File: config.mk
export PLATFORM = sky130hd
export DESIGN_NAME = fpebu_div_stage
export DESIGN_NICKNAME = d
export VERILOG_FILES = /design/src/rtl/fpebu_pkg.sv /design/src/rtl/fpebu_div_stage.sv
export SDC_FILE = /design/constraint.sdc
export NUM_CORES = 1
export LEC_CHECK = 0
export BUFFER_PORTS_ARGS = -buffer_cell sky130_fd_sc_hd__buf_2
export CAP_MARGIN = 20
export CORE_MARGIN = 5
export CORE_UTILIZATION = 44
export CTS_CLUSTER_SIZE = 8
export DETAILED_ROUTE_END_ITERATION = 16
export GPL_ROUTABILITY_DRIVEN = 0
export PLACE_DENSITY_LB_ADDON = 0.05
export RECOVER_POWER = 100
export SLEW_MARGIN = 40
export SYNTH_ARGS = -nofsm -noshare
export SYNTH_HDL_FRONTEND = slang
export SYNTH_SLANG_ARGS = --single-unit
File: constraint.sdc
create_clock -name clock -period 7.6 [get_ports clock]
set_input_delay 0.76 -clock clock [delete_from_list [all_inputs] [get_ports clock]]
set_output_delay 0.76 -clock clock [all_outputs]
set_load 0.02 [all_outputs]
File: src/rtl/fpebu_pkg.sv
`timescale 1ns / 1ps
// ----------------------------------------------------------------------------
// fpebu_pkg
// Shared types, constants and helper functions of the fp32 elementwise
// binary unit.
// ----------------------------------------------------------------------------
package fpebu_pkg;

   // Signed working exponent and the wide working significand.
   localparam int unsigned EXP_W = 11;
   localparam int unsigned R_W   = 50;
   localparam int unsigned LZ_W  = $clog2(R_W + 1);

   // Divider: quotient bits, bits per stage, stage count.
   localparam int unsigned Q_W        = 27;
   localparam int unsigned DIV_STEPS  = 3;
   localparam int unsigned DIV_STAGES = Q_W / DIV_STEPS;

   localparam logic [31:0] QNAN_BITS = 32'h7FC0_0000;
   localparam logic [7:0]  EXP_MAX   = 8'hFF;

   // Configuration register indexes.
   localparam logic [1:0] CSR_OPERATION  = 2'd0;
   localparam logic [1:0] CSR_USE_SCALAR = 2'd1;
   localparam logic [1:0] CSR_SCALAR     = 2'd2;

   typedef enum logic [2:0] {
      OP_ADD  = 3'd0,
      OP_SUB  = 3'd1,
      OP_MUL  = 3'd2,
      OP_DIV  = 3'd3,
      OP_MAX  = 3'd4,
      OP_MIN  = 3'd5,
      OP_RSUB = 3'd6,
      OP_RDIV = 3'd7
   } op_type;

   typedef enum logic [1:0] {
      CLS_ADD = 2'd0,
      CLS_MUL = 2'd1,
      CLS_DIV = 2'd2,
      CLS_SEL = 2'd3
   } cls_type;

   // Item state carried through the divider stages into the back end.
   typedef struct packed {
      logic                    is_div;
      logic                    sign;
      logic signed [EXP_W-1:0] exp;
      logic [R_W-1:0]          mant;
      logic                    sticky;
      logic                    special;
      logic [31:0]             special_bits;
      logic [24:0]             rem;
      logic [23:0]             den;
      logic [Q_W-1:0]          quo;
   } work_type;

   // Leading zero count; returns R_W for an all-zero word.
   function automatic logic [LZ_W-1:0] lead_zeros(input logic [R_W-1:0] v);
      logic [LZ_W-1:0] n;
      n = LZ_W'(R_W);
      for (int i = 0; i < R_W; i++) begin
         if (v[i]) begin
            n = LZ_W'(R_W - 1 - i);
         end
      end
      return n;
   endfunction

endpackage

File: src/rtl/fpebu_div_stage.sv
`timescale 1ns / 1ps
// ----------------------------------------------------------------------------
// fpebu_div_stage
// One register stage of the restoring divider: a few quotient bits per stage.
// Items that are not divisions pass through unchanged.
// ----------------------------------------------------------------------------
module fpebu_div_stage (
   input  logic                clock,
   input  logic                reset,
   input  logic                in_valid,
   input  fpebu_pkg::work_type in_work,
   output logic                out_valid,
   output fpebu_pkg::work_type out_work
);

   logic                       valid_ff;
   fpebu_pkg::work_type        work_ff;
   fpebu_pkg::work_type        work_in;
   logic [24:0]                rem_v;
   logic [fpebu_pkg::Q_W-1:0]  quo_v;

   always_comb begin
      work_in = in_work;
      rem_v   = in_work.rem;
      quo_v   = in_work.quo;
      for (int k = 0; k < fpebu_pkg::DIV_STEPS; k++) begin
         if (rem_v >= {1'b0, in_work.den}) begin
            rem_v = rem_v - {1'b0, in_work.den};
            quo_v = {quo_v[fpebu_pkg::Q_W-2:0], 1'b1};
         end else begin
            quo_v = {quo_v[fpebu_pkg::Q_W-2:0], 1'b0};
         end
         rem_v = {rem_v[23:0], 1'b0};
      end
      if (in_work.is_div) begin
         work_in.rem = rem_v;
         work_in.quo = quo_v;
      end
   end

   always_ff @(posedge clock) begin
      if (reset) begin
         valid_ff <= 1'b0;
      end else begin
         valid_ff <= in_valid;
      end
      work_ff <= work_in;
   end

   assign out_valid = valid_ff;
   assign out_work  = work_ff;

endmodule

==> flow_metrics.tcl <==
set metrics [dict create \
    netlist_area_um2 8510 \
    placed_cell_area_um2 11500 \
    whs_path_depth 1 \
    fill_cells 1811 \
    numCtsBuffers 17 \
    dp_hpwl_um 24500 \
    leakagePower_nw 5.46 \
    h-tree-depth 4 \
    finalSetupViolCount 0 \
    start_kind "primary input" \
    maxCapViolations 0 \
    fin_crit_ns 7.26 \
    synthArstFlopShare_pct 0 \
    syn2layout_area_growth_pct 40.0 \
    finalInstanceArea_um2 11900 \
    ant_nets 0 \
    outcome "complete, no violations" \
    firstDrtPassIters 5 \
    overflow 0 \
    synth-edff-count 0 \
    ys_seq_area_share_pct 40.9 \
    clock-root-buffer "clkbuf_16" \
    drc 0 \
    start_util_pct 45.1 \
    path_class "in2reg" \
    yosys-top-cells-area "dfxtp_1 (41%), ha_1 (10%), mux2_2 (5.6%)" \
    power_density_nw_per_um2 342 \
    ir_worst_vdd_v 0.000205 \
    ys_seq_elements 174 \
    die_w_um 149 \
    clock_path_buffers 2 \
    nNetsFinal 1604 \
    cp.arrival_ns 7.55 \
    wirelength_um 29800 \
    num_vias 8328 \
    min_path_type "in2reg" \
    cts_setup_buffers 0 \
    relSlewSlack_pct 57.5 \
    layout_common_cells "clkbuf_1 (188), dfxtp_1 (174), buf_2 (163), buf_4 (122), a21oi_1 (72)" \
    die_y_um 149 \
    coreArea_um2 18900 \
    endpoint_kind "flop" \
    io_buffers 349 \
    postSynthNetCount 1131 \
    synthCells 882 \
    critPathSlowestCell "a2111o_1" \
    fp.dieArea_um2 22200 \
    ioPinCount 350 \
    antenna_found_initial 2 \
    cts.sinks 174 \
    grt_max_degree 81 \
    cts_tree "built" \
    drt_iter0_markers 492 \
    cp_max_fo 5 \
    drive_above_1_share_pct 28.5 \
    layout_commonest_cell "clkbuf_1" \
    cp.required_ns 7.89 \
    synth_top_area_cell "dfxtp_1" \
    fin_crit_sh_pct 95.5 \
    slew_viol_final 0 \
    place_ws_ns -0.365 \
    grt_pass1_vias 8089 \
    num_rows 50 \
    grt_pass1_wl_um 44200 \
    syn_avg_cell_area_um2 9.65 \
    final_hold_viol_count 0 \
    grt.total_usage_pct 25.5 \
    wl_per_cell_um 18.3 \
    slowest_delay_ns 0.46 \
    path_clk_slew_ns 0.08 \
    synth_top_area_share_pct 40.9 \
    finalWorstSetupSlack_ns 0.339 \
    clock.fmax_ghz 0.138 \
    vias_per_cell 5.11 \
    synth_flop_cell "dfxtp_1" \
    ys_warn_count 0 \
    ys_types 66 \
    tightest_slew_ns 0.637 \
]
[worst paths after layout]
check	from	to
worst max-delay path	in_work[51]	out_work[54]$_DFF_P_
worst min-delay path	in_work[89]	out_work[89]$_DFF_P_
[timing repair]
item / 4_1_cts / 5_1_grt
hold buffers: 0 / 0
setup endpoints to repair: 0 / 25
gates resized for setup: 0 / 17
[logic make-up after synthesis]
logic type               Yosys count  share of synthesized area, %
AND/OR/NAND/NOR                  187                          10.5
flip-flops                       174                          40.9
buffers and inverters             74                          3.63
adder cells (fa/ha/maj)           73                          10.9
AO/OA/AOI/OAI                    246                          19.1
multiplexers                      74                          9.39
XOR/XNOR                          54                          5.56
[report_power, final]
| part | switching [mW] | internal, mW |
|---|---|---|
| registers | 0.0318 | 1.02 |
| logic | 1.14 | 0.981 |
| clock network | 0.424 | 0.480 |
[synth_stat cells (9+ instances only)]
master / number
dfxtp_1: 174
a21oi_1: 76
ha_1: 71
nor2_1: 59
nand2_1: 50
inv_1: 49
o21ai_0: 45
mux2_2: 42
xnor2_1: 33
mux2i_1: 27
xor2_1: 21
a21o_1: 20
clkbuf_1: 16
o21a_1: 14
nand3_1: 12
nand4_1: 12
o21bai_1: 11
a31oi_1: 9
[state kept, by name, indices dropped and copies added, names as in the netlist]
| signal | flops |
|---|---|
| out_valid | 1 |
| out_work | 173 |
[critical path, delay by kind of cell]
family	cells	cell delay [ns]
AOI/OAI and AO/OA	13	2.63
xor gates and xnor gates	1	0.15
adders and majority gates	4	1.21
buffers and inverters	6	0.71
muxes	3	0.85
and+or+nand+nor	6	1.25
[metal layers]
layer	wire (um)	vias to the layer above	global-route usage (%)	part of all wire, %
li1	-	4139	-	-
met1	12600	3815	31.5	42
met2	14400	324	44.0	48
met3	1920	50	5.23	6.4
met4	881	0	9.20	3.0
met5	0	-	0	0
[through the flow]
stage          instances  utilization [%]  hold slack, ns  setup TNS [ns]  total power [mW]
2_1_floorplan        882                -           0.788               0              2.38
3_3_place_gp        1596             60.7           0.862           -5.31              3.16
3_5_place_dp        1596             60.7           0.864           -7.47              3.17
4_1_cts             1628             63.9           0.406               0              4.08
5_1_grt             1629             63.1           0.401          -0.427              4.34
6_report            1629             63.1           0.421               0              4.08
[cell type report]
class / instances / area [um2] / area share (%)
multi-input cells: 634 / 4790 / 40.2
inverters: 50 / 191 / 1.61
well taps: 260 / 325 / 2.73
clock inverters: 14 / 171 / 1.44
diodes: 1 / 2.50 / 0.0210
repair buffers: 478 / 2510 / 21.1
flip-flops and latches: 174 / 3480 / 29.2
clock buffers: 18 / 439 / 3.69
Power figures use the tool's default switching activity.
