[src/rtl/fpebu_pkg.sv]
`timescale 1ns / 1ps
// ----------------------------------------------------------------------------
// fpebu_pkg
// Shared types, constants and helper functions of the fp32 elementwise
// binary unit.
// ----------------------------------------------------------------------------
package fpebu_pkg;

   // Signed working exponent and the wide working significand.
   localparam int unsigned EXP_W = 11;
   localparam int unsigned R_W   = 50;
   localparam int unsigned LZ_W  = $clog2(R_W + 1);

   // Divider: quotient bits, bits per stage, stage count.
   localparam int unsigned Q_W        = 27;
   localparam int unsigned DIV_STEPS  = 3;
   localparam int unsigned DIV_STAGES = Q_W / DIV_STEPS;

   localparam logic [31:0] QNAN_BITS = 32'h7FC0_0000;
   localparam logic [7:0]  EXP_MAX   = 8'hFF;

   // Configuration register indexes.
   localparam logic [1:0] CSR_OPERATION  = 2'd0;
   localparam logic [1:0] CSR_USE_SCALAR = 2'd1;
   localparam logic [1:0] CSR_SCALAR     = 2'd2;

   typedef enum logic [2:0] {
      OP_ADD  = 3'd0,
      OP_SUB  = 3'd1,
      OP_MUL  = 3'd2,
      OP_DIV  = 3'd3,
      OP_MAX  = 3'd4,
      OP_MIN  = 3'd5,
      OP_RSUB = 3'd6,
      OP_RDIV = 3'd7
   } op_type;

   typedef enum logic [1:0] {
      CLS_ADD = 2'd0,
      CLS_MUL = 2'd1,
      CLS_DIV = 2'd2,
      CLS_SEL = 2'd3
   } cls_type;

   // Item state carried through the divider stages into the back end.
   typedef struct packed {
      logic                    is_div;
      logic                    sign;
      logic signed [EXP_W-1:0] exp;
      logic [R_W-1:0]          mant;
      logic                    sticky;
      logic                    special;
      logic [31:0]             special_bits;
      logic [24:0]             rem;
      logic [23:0]             den;
      logic [Q_W-1:0]          quo;
   } work_type;

   // Leading zero count; returns R_W for an all-zero word.
   function automatic logic [LZ_W-1:0] lead_zeros(input logic [R_W-1:0] v);
      logic [LZ_W-1:0] n;
      n = LZ_W'(R_W);
      for (int i = 0; i < R_W; i++) begin
         if (v[i]) begin
            n = LZ_W'(R_W - 1 - i);
         end
      end
      return n;
   endfunction

endpackage

[src/rtl/fpebu_norm_round.sv]
`timescale 1ns / 1ps
// ----------------------------------------------------------------------------
// fpebu_norm_round
// Back end: leading zero count, normalize, subnormal shift, round to
// nearest even and pack, in four register stages.
// ----------------------------------------------------------------------------
module fpebu_norm_round (
   input  logic                clock,
   input  logic                reset,
   input  logic                in_valid,
   input  fpebu_pkg::work_type in_work,
   output logic                out_valid,
   output logic [31:0]         out_value
);

   localparam int unsigned EW = fpebu_pkg::EXP_W;
   localparam int unsigned RW = fpebu_pkg::R_W;

   // B1: count
   logic                          b1_valid_ff;
   logic                          b1_sign_ff;
   logic signed [EW-1:0]          b1_exp_ff;
   logic [RW-1:0]                 b1_mant_ff;
   logic                          b1_sticky_ff;
   logic [fpebu_pkg::LZ_W-1:0]    b1_lz_ff;
   logic                          b1_special_ff;
   logic [31:0]                   b1_bits_ff;

   // B2: normalized
   logic                          b2_valid_ff;
   logic                          b2_sign_ff;
   logic signed [EW-1:0]          b2_exp_ff;
   logic [25:0]                   b2_m_ff;
   logic                          b2_sticky_ff;
   logic                          b2_special_ff;
   logic [31:0]                   b2_bits_ff;

   // B3: exponent field settled
   logic                          b3_valid_ff;
   logic                          b3_sign_ff;
   logic [7:0]                    b3_efield_ff;
   logic [25:0]                   b3_m_ff;
   logic                          b3_sticky_ff;
   logic                          b3_ovf_ff;
   logic                          b3_special_ff;
   logic [31:0]                   b3_bits_ff;

   // B4: output
   logic                          b4_valid_ff;
   logic [31:0]                   b4_value_ff;

   logic [RW-1:0]                 shifted_in;
   logic signed [EW-1:0]          exp_in;
   logic signed [EW-1:0]          dshift_full;
   logic [4:0]                    dshift;
   logic [25:0]                   dm;
   logic                          dlost;
   logic [7:0]                    efield_in;
   logic [25:0]                   m_in;
   logic                          sticky_in;
   logic                          ovf_in;
   logic                          round_up;
   logic [30:0]                   packed_sum;
   logic [31:0]                   value_in;

   // B2 combinational: shift leading one to the top.
   always_comb begin
      shifted_in = b1_mant_ff << b1_lz_ff;
      exp_in     = b1_exp_ff + EW'(1) - $signed({{(EW-fpebu_pkg::LZ_W){1'b0}}, b1_lz_ff});
   end

   // B3 combinational: subnormal right shift or overflow flag.
   always_comb begin
      dshift_full = EW'(1) - b2_exp_ff;
      dshift      = (dshift_full[EW-1:5] != '0) ? 5'd31 : dshift_full[4:0];
      dm          = b2_m_ff >> dshift;
      dlost       = ((dm << dshift) != b2_m_ff);
      if (b2_exp_ff < $signed(EW'(1))) begin
         efield_in = 8'd0;
         m_in      = dm;
         sticky_in = b2_sticky_ff | dlost;
         ovf_in    = 1'b0;
      end else begin
         efield_in = b2_exp_ff[7:0];
         m_in      = b2_m_ff;
         sticky_in = b2_sticky_ff;
         ovf_in    = (b2_exp_ff > $signed(EW'(254)));
      end
   end

   // B4 combinational: round to nearest even; carry runs into the exponent.
   always_comb begin
      round_up   = b3_m_ff[1] & (b3_m_ff[0] | b3_sticky_ff | b3_m_ff[2]);
      packed_sum = {b3_efield_ff, b3_m_ff[24:2]} + {30'd0, round_up};
      priority if (b3_special_ff) begin
         value_in = b3_bits_ff;
      end else if (b3_ovf_ff) begin
         value_in = {b3_sign_ff, fpebu_pkg::EXP_MAX, 23'd0};
      end else begin
         value_in = {b3_sign_ff, packed_sum};
      end
   end

   always_ff @(posedge clock) begin
      if (reset) begin
         b1_valid_ff <= 1'b0;
         b2_valid_ff <= 1'b0;
         b3_valid_ff <= 1'b0;
         b4_valid_ff <= 1'b0;
      end else begin
         b1_valid_ff <= in_valid;
         b2_valid_ff <= b1_valid_ff;
         b3_valid_ff <= b2_valid_ff;
         b4_valid_ff <= b3_valid_ff;
      end

      b1_sign_ff    <= in_work.sign;
      b1_exp_ff     <= in_work.exp;
      b1_mant_ff    <= in_work.mant;
      b1_sticky_ff  <= in_work.sticky;
      b1_lz_ff      <= fpebu_pkg::lead_zeros(in_work.mant);
      // An exact zero sum leaves as a signed zero.
      b1_special_ff <= in_work.special | (in_work.mant == '0);
      b1_bits_ff    <= in_work.special ? in_work.special_bits : {in_work.sign, 31'd0};

      b2_sign_ff    <= b1_sign_ff;
      b2_exp_ff     <= exp_in;
      b2_m_ff       <= shifted_in[RW-1:RW-26];
      b2_sticky_ff  <= (shifted_in[RW-27:0] != '0) | b1_sticky_ff;
      b2_special_ff <= b1_special_ff;
      b2_bits_ff    <= b1_bits_ff;

      b3_sign_ff    <= b2_sign_ff;
      b3_efield_ff  <= efield_in;
      b3_m_ff       <= m_in;
      b3_sticky_ff  <= sticky_in;
      b3_ovf_ff     <= ovf_in;
      b3_special_ff <= b2_special_ff;
      b3_bits_ff    <= b2_bits_ff;

      b4_value_ff   <= value_in;
   end

   assign out_valid = b4_valid_ff;
   assign out_value = b4_value_ff;

endmodule

[config.mk]
export PLATFORM = sky130hd
export DESIGN_NAME = fpebu_norm_round
export DESIGN_NICKNAME = d
export VERILOG_FILES = /design/src/rtl/fpebu_pkg.sv /design/src/rtl/fpebu_norm_round.sv
export SDC_FILE = /design/constraint.sdc
export NUM_CORES = 1
export LEC_CHECK = 0
export ABC_AREA = 1
export BUFFER_PORTS_ARGS = -buffer_cell sky130_fd_sc_hd__buf_2
export CAP_MARGIN = 20
export CORE_AREA = 2 2 172 174
export CTS_BUF_LIST = sky130_fd_sc_hd__clkbuf_8 sky130_fd_sc_hd__clkbuf_16
export CTS_CLUSTER_SIZE = 8
export DETAILED_ROUTE_END_ITERATION = 10
export DIE_AREA = 0 0 174 176
export GPL_TIMING_DRIVEN = 1
export PLACE_DENSITY = 0.8
export RECOVER_POWER = 50
export SLEW_MARGIN = 20
export SYNTH_ARGS = -nofsm -noshare
export SYNTH_HDL_FRONTEND = slang
export SYNTH_SLANG_ARGS = --single-unit
[constraint.sdc]
create_clock -name clock -period 8.5 [get_ports clock]
set_clock_uncertainty 0.1 [all_clocks]
set_input_delay 1.275 -clock clock [delete_from_list [all_inputs] [get_ports clock]]
set_output_delay 1.275 -clock clock [all_outputs]
set_load 0.005 [all_outputs]
==> results.md, run 1 <==
- Outcome: finished, violations left
- Failing checks: capacitance limit, slew limit
- Sw power: 0.00105 W
- Layout cells sized above 1: 8.96%
- Rel. slew slack: -1.12%
- Worst VDD drop: 0.000187 V
- Initial Util: 48.6%
- Critical path fanouts, max: 55
- Vias in the first global route: 12818
- Int Pwr: 0.00250 W
- Max cap viols: 1
- Post-CTS setup buffers: 0
- Crit path launch type: flip-flop
- Setup-failing EPs final: 0
- Distinct cells, synth: 57
- CTS clk-pin slew, worst paths: 50 ps
- Sw Ratio: 29.6%
- Slowest CP cell: nor2_8
- Syn nets: 2236
- Seq/Total Area, Yosys: 40.2%
- Largest net degree at the start of global routing: 58
- Clk sinks: 279
- CTS root buffer: clkbuf_16
- Leakage: 7.40 nW
- Placed insts: 2468
- Synthesized area: 0.0139 sq mm
- Seq cells post-synth: 279
- Synth Instances: 2041
- Kind of critical path: flip-flop to flip-flop
- Final period util: 67.4%
- First-pass GRT wire length: 64900 microns
- Final HPWL DP: 30200 microns
- Tmin final: 5730 ps
- Part of the power in the clock network: 39.6%
- Initial drt markers: 1068
- Final Hold Viols: 0
- Yosys warns: 0
- Number of nets in the layout: 2324
- Dpl cell area: 0.0147 sq mm
- Dpl ws: 2810 ps
- Buffers on Ports: 131
- H-tree levels: 2
- Max-slew violations: 34
- Logic pwr share: 17.1%
- WL per Instance: 16.2 microns
- CTS Buffer Depth: 3
- RSZ-0062 raised after global routing: false
- Seq pwr share: 43.3%
- Worst Path Arrival: 6050 ps
- Post-route DRC: 0
- CTS resizes: 0
- Drt pass-1 iters: 6
- Die H: 176 microns
- Power Total: 0.00355 W
- Filler Cells Inserted: 2806
- CTS tree: done
- Clock latency on the worst-skew pair: 540 ps
- Worst-Margin Slew: 1520 ps
- Delay of the slowest critical-path stage: 680 ps
- CTS Hold Bufs: 0
- Cell repeated most along the worst path: nand2_1
- Post-synth top flop: dfxtp_1
- Die area: 0.0306 sq mm
- Final non-filler cell area: 0.0158 sq mm
- Grt total ovfl: 0
- I/O pin total: 209
- All-Layer GR Usage: 26.4%
- Final WL: 40800 microns
- # rows: 62
- Die width: 174 microns
- Ant diodes: 0
- Post-DRT Antenna Nets: 0
- Via-to-Cell Ratio: 5.36
- Vias: 13478
- Placer Congestion: 0.954
- Required time of the worst setup path: 8820 ps
- CORE AREA: 0.0285 sq mm
- Number of synthesized flops with an enable pin: 0
- Final setup margin: 2770 ps
- Reg2reg setup slack: 2770 ps
- Initial antenna violation count: 0
- Clock buffer count from CTS: 41
- Fmax: 175 MHz
- Final setup TNS: 0 ps
- Post-route insts no fill: 2516
- Power per cell area: 225 mW/mm^2
- Post-synth ARST share: 0%
- Avg Inst Size Synth: 6.80 sq um
- Worst min-delay path class: flip-flop to flip-flop
- Critical Path Sink Type: flip-flop
- Layout overhead on the synthesized area: 13.6%
-- cells by family (layout without fill, tap and decap cells) --
| group | Yosys count | count (layout) | synth area share (%) |
|---|---|---|---|
| simple gates | 931 | 931 | 27.4 |
| xor+xnor | 20 | 20 | 1.26 |
| mux | 22 | 22 | 1.60 |
| flops | 279 | 279 | 40.2 |
| buf+inv | 331 | 422 | 9.56 |
| fa+ha+maj | 19 | 19 | 1.77 |
| compound gates | 439 | 439 | 18.2 |
-- synthesized netlist by cell type, types with 12 or more instances --
cell type  count  area (sq um)
dfxtp_1      279          5590
clkbuf_1      58           218
ha_1          18           225
nor4_1        14          87.6
buf_2         17          85.1
nand4_1       12          75.1
nor2_1       141           529
xor2_1        15           131
o21ai_0      224          1120
nand3_1       96           480
mux2i_1       21           210
o21ai_2       20           175
nand2_1      632          2370
inv_1        214           803
a31oi_1       19           119
buf_1         20          75.1
a21oi_1       50           250
o211ai_1      21           158
nor3_1        18          90.1
o21ai_1       48           240
-- metrics by stage --
step | hold slack, ps | utilization (%)
after floorplan | 210 | -
after global placement | 211 | 51.4
after detailed placement | 212 | 51.4
after CTS | 202 | 55.3
after global routing | 221 | 55.2
final | 206 | 55.2
-- cell usage in the layout (no fill, tap or decap), drive strengths merged, types with 2 or more instances in the layout --
master,n
mux2i,21
xnor2,5
nor4,14
nand2,633
o2111ai,4
a21oi,51
nand4,12
a211oi,2
a32o,6
dfxtp,279
o31ai,9
o21ai,292
buf,96
o221ai,3
inv,222
clkinv,10
a21boi,6
clkbuf,94
nand3,99
o22ai,11
nor2,147
a31oi,19
ha,18
o21bai,2
xor2,15
o211ai,22
a22o,5
nor3,18
or2,6
o21a,2
-- path summary, 6_finish.rpt --
kind,startpoint,end,cells past startpoint
worst max-delay path,b2_exp_ff[1]$_DFF_P_,b3_sticky_ff$_DFF_P_,29
worst min-delay path,b1_bits_ff[14]$_SDFF_PN0_,b2_bits_ff[14]$_DFF_P_,0
worst max register to register,b2_exp_ff[1]$_DFF_P_,b3_sticky_ff$_DFF_P_,29
worst min register to register,b1_bits_ff[14]$_SDFF_PN0_,b2_bits_ff[14]$_DFF_P_,0
-- layer usage --
layer  up-vias  GRT usage [%]  share of wire, %
met2       505           45.8                47
met1      6065           31.5                41
met5         -              0                 0
met4         0           15.1               6.0
met3       122           3.88               6.1
li1       6786              -                 -
-- area by class of cell --
type	count	area (sq um)	area share, %
Multi-Input combinational cell	1431	6980	44.3
Sequential cell	279	5590	35.4
Clock buffer	41	1030	6.51
Inverter	227	855	5.42
Timing Repair Buffer	149	769	4.88
Tap cell	384	480	3.05
Clock inverter	5	76.3	0.484
-- sequential cells by signal, summed over array words and instances (netlist names), 11 cells and up --
register / flops
b1_exp_ff: 11
b1_bits_ff: 32
b2_exp_ff: 11
b3_m_ff: 25
b2_bits_ff: 32
b1_mant_ff: 50
out_value: 32
b3_bits_ff: 32
b2_m_ff: 26
-- power groups by stage --
stage          Combinational [W]  Clock [W]  Sequential [W]
6_report                0.000607    0.00141         0.00154
2_1_floorplan           0.000398          0         0.00152
3_3_place_gp            0.000583          0         0.00155
3_5_place_dp            0.000590          0         0.00156
5_1_grt                 0.000680    0.00149         0.00155
4_1_cts                 0.000596    0.00143         0.00153
-- worst max-delay path: cells and delay by family, from the launching register on --
kind            cells  cell delay (ps)
simple gates       16             2270
compound gates      8             1580
buf+inv             3              790
flops               1              420
xor+xnor            1              240
fa+ha+maj           1              200
(Power assumes the default switching activity.)
==> run 2: changes to the inputs <==
==> constraint.sdc (replaced) <==
create_clock -name clock -period 5.68 [get_ports clock]
set_clock_uncertainty 0.1 [all_clocks]
set_input_delay 0.852 -clock clock [delete_from_list [all_inputs] [get_ports clock]]
set_output_delay 0.852 -clock clock [all_outputs]
set_load 0.005 [all_outputs]
==> run 2 against run 1 <==
Effect of this change:
- cell count increased by 0.32%
- cell area increased by 0.20%
- critical path depth increased by 2
- register-to-register slack got worse by 2200 ps
- sequential share of layout area decreased by 0.070 points
- largest power group unchanged
- clock power increased by 50%
- via count decreased by 0.39%
- highest routed layer unchanged
- the flow now finishes without violations
==> results.md, run 2 (same netlist as run 1, synthesis figures left out) <==
- Met3 WL: 2460 microns
- Layout overhead on the synthesized area: 13.9%
- Leakage: 7.42 nW
- Worst min-delay path class: flip-flop to flip-flop
- Clk sinks: 279
- Crit Reg-Reg Endpoint: b3_sticky_ff$_DFF_P_
- Placer Congestion: 0.948
- Drt pass-1 iters: 6
- Slowest CP cell: o21ai_0
- Delay of the slowest critical-path stage: 350 ps
- Post-CTS setup buffers: 0
- Largest net degree at the start of global routing: 69
- Layout cells sized above 1: 9.30%
- Critical Path Sink: b3_sticky_ff$_DFF_P_
- Rel. slew slack: 1.11%
- Worst-Margin Slew: 1480 ps
- CTS Hold Bufs: 0
- Crit path launch type: flip-flop
- Final setup TNS: 0 ps
- FF/Latch Area: 0.00559 sq mm
- Setup-failing EPs final: 0
- Grt total ovfl: 0
- Largest Register: b1_mant_ff
- CTS resizes: 0
- Fmax: 196 MHz
- Largest register FFs: 50
- Vias in the first global route: 12645
- Required time of the worst setup path: 6000 ps
- Max cap viols: 0
- Final Hold Viols: 0
- Die H: 176 microns
- CTS clk-pin slew, worst paths: 50 ps
- Filler Cells Inserted: 2827
- Die width: 174 microns
- CTS root buffer: clkbuf_16
- All-Layer GR Usage: 26.1%
- First-pass GRT wire length: 64100 microns
- Most common cell after layout, fill and taps aside: nand2_1
- Crit path from: b2_exp_ff[1]$_DFF_P_
- RSZ-0062 raised after global routing: false
- Worst Path Arrival: 5420 ps
- Reg2reg setup slack: 580 ps
- Top routing layer used: met4
- Final Util: 55.4%
- Via-to-Cell Ratio: 5.32
- Critical path fanouts, max: 68
- H-tree levels: 2
- M1 WL: 16700 microns
- Max-slew violations: 0
- Initial antenna violation count: 0
- Clock latency on the worst-skew pair: 540 ps
- Ant diodes: 0
- WL per Instance: 16.0 microns
- CTS tree: done
- Post-route DRC: 0
- Final period util: 89.7%
- Number of nets in the layout: 2330
- Buffers on Ports: 131
- # rows: 62
- Initial drt markers: 1041
- Outcome: finished clean
- Met2 WL post-DR: 19400 microns
- Final WL: 40500 microns
- CORE AREA: 0.0285 sq mm
- I/O pin total: 209
- Most frequent cells in the layout: nand2_1 (632), dfxtp_1 (279), o21ai_0 (224), inv_1 (216), nor2_1 (139)
- Post-DRT Antenna Nets: 0
- Die area: 0.0306 sq mm
- Initial Util: 48.6%
- Tmin final: 5100 ps
- Kind of critical path: flip-flop to flip-flop
- CTS Buffer Depth: 3
- Vias: 13425
- Critical Path Sink Type: flip-flop
- FF-to-FF path depth: 31
- Final HPWL DP: 30500 microns
- Power per cell area: 335 mW/mm^2
- Area of the multi-input gates: 0.00698 sq mm
- Clock buffer count from CTS: 41
- R2R Path Start: b2_exp_ff[1]$_DFF_P_
- Worst VDD drop: 0.000213 V
- Worst Hold Depth: 0
run 2: area by class of cell:
class / instances / share of cell area (%)
repair buffers: 155 / 5.04
inverters: 227 / 5.41
clock inverters: 6 / 0.443
flip-flops and latches: 279 / 35.3
clock buffers: 42 / 6.58
well taps: 384 / 3.04
multi-input cells: 1431 / 44.1
run 2: per-layer routing:
metal,global-route usage (%),vias up
met4,12.8,0
met2,45.9,512
met5,0,-
li1,-,6791
met3,3.55,106
met1,31.4,6016
run 2: worst max-delay path, delay by kind of cell, from the launching register on:
family	cells	cell delay, ps
DFF	1	290
and+or+nand+nor	16	1810
adders and majority gates	1	190
buffers and inverters	4	650
AOI/OAI and AO/OA	9	1680
xor gates and xnor gates	1	250
run 2: metrics by stage:
| step | instances | area, sq um | power (W) | worst slack [ps] | hold WS [ps] |
|---|---|---|---|---|---|
| 2_1_floorplan | 2041 | 13900 | 0.00287 | 1900 | 210 |
| 3_3_place_gp | 2476 | 14800 | 0.00320 | 789 | 211 |
| 3_5_place_dp | 2476 | 14800 | 0.00321 | 715 | 212 |
| 4_1_cts | 2524 | 15900 | 0.00533 | 726 | 201 |
| 5_1_grt | 2524 | 15800 | 0.00554 | 175 | 213 |
| 6_report | 2524 | 15800 | 0.00530 | 583 | 195 |
run 2: worst min path at each step:
stage | startpoint | endpoint | slack, ps
6_report | b1_bits_ff[12]$_SDFF_PN0_ | b2_bits_ff[12]$_DFF_P_ | 200
5_1_grt | b1_bits_ff[12]$_SDFF_PN0_ | b2_bits_ff[12]$_DFF_P_ | 210
4_1_cts | b1_bits_ff[12]$_SDFF_PN0_ | b2_bits_ff[12]$_DFF_P_ | 200
2_1_floorplan | b1_bits_ff[0]$_SDFF_PN0_ | b2_bits_ff[0]$_DFF_P_ | 210
3_5_place_dp | b1_bits_ff[17]$_SDFF_PN0_ | b2_bits_ff[17]$_DFF_P_ | 210
3_3_place_gp | b1_bits_ff[28]$_SDFF_PN0_ | b2_bits_ff[28]$_DFF_P_ | 210
run 2: report_power, final:
group          internal, W  switching, W  leakage, nW
Clock              0.00129      0.000817        0.546
Sequential         0.00216      0.000134         2.33
Combinational     0.000298      0.000605         4.54
Total              0.00374       0.00156         7.42
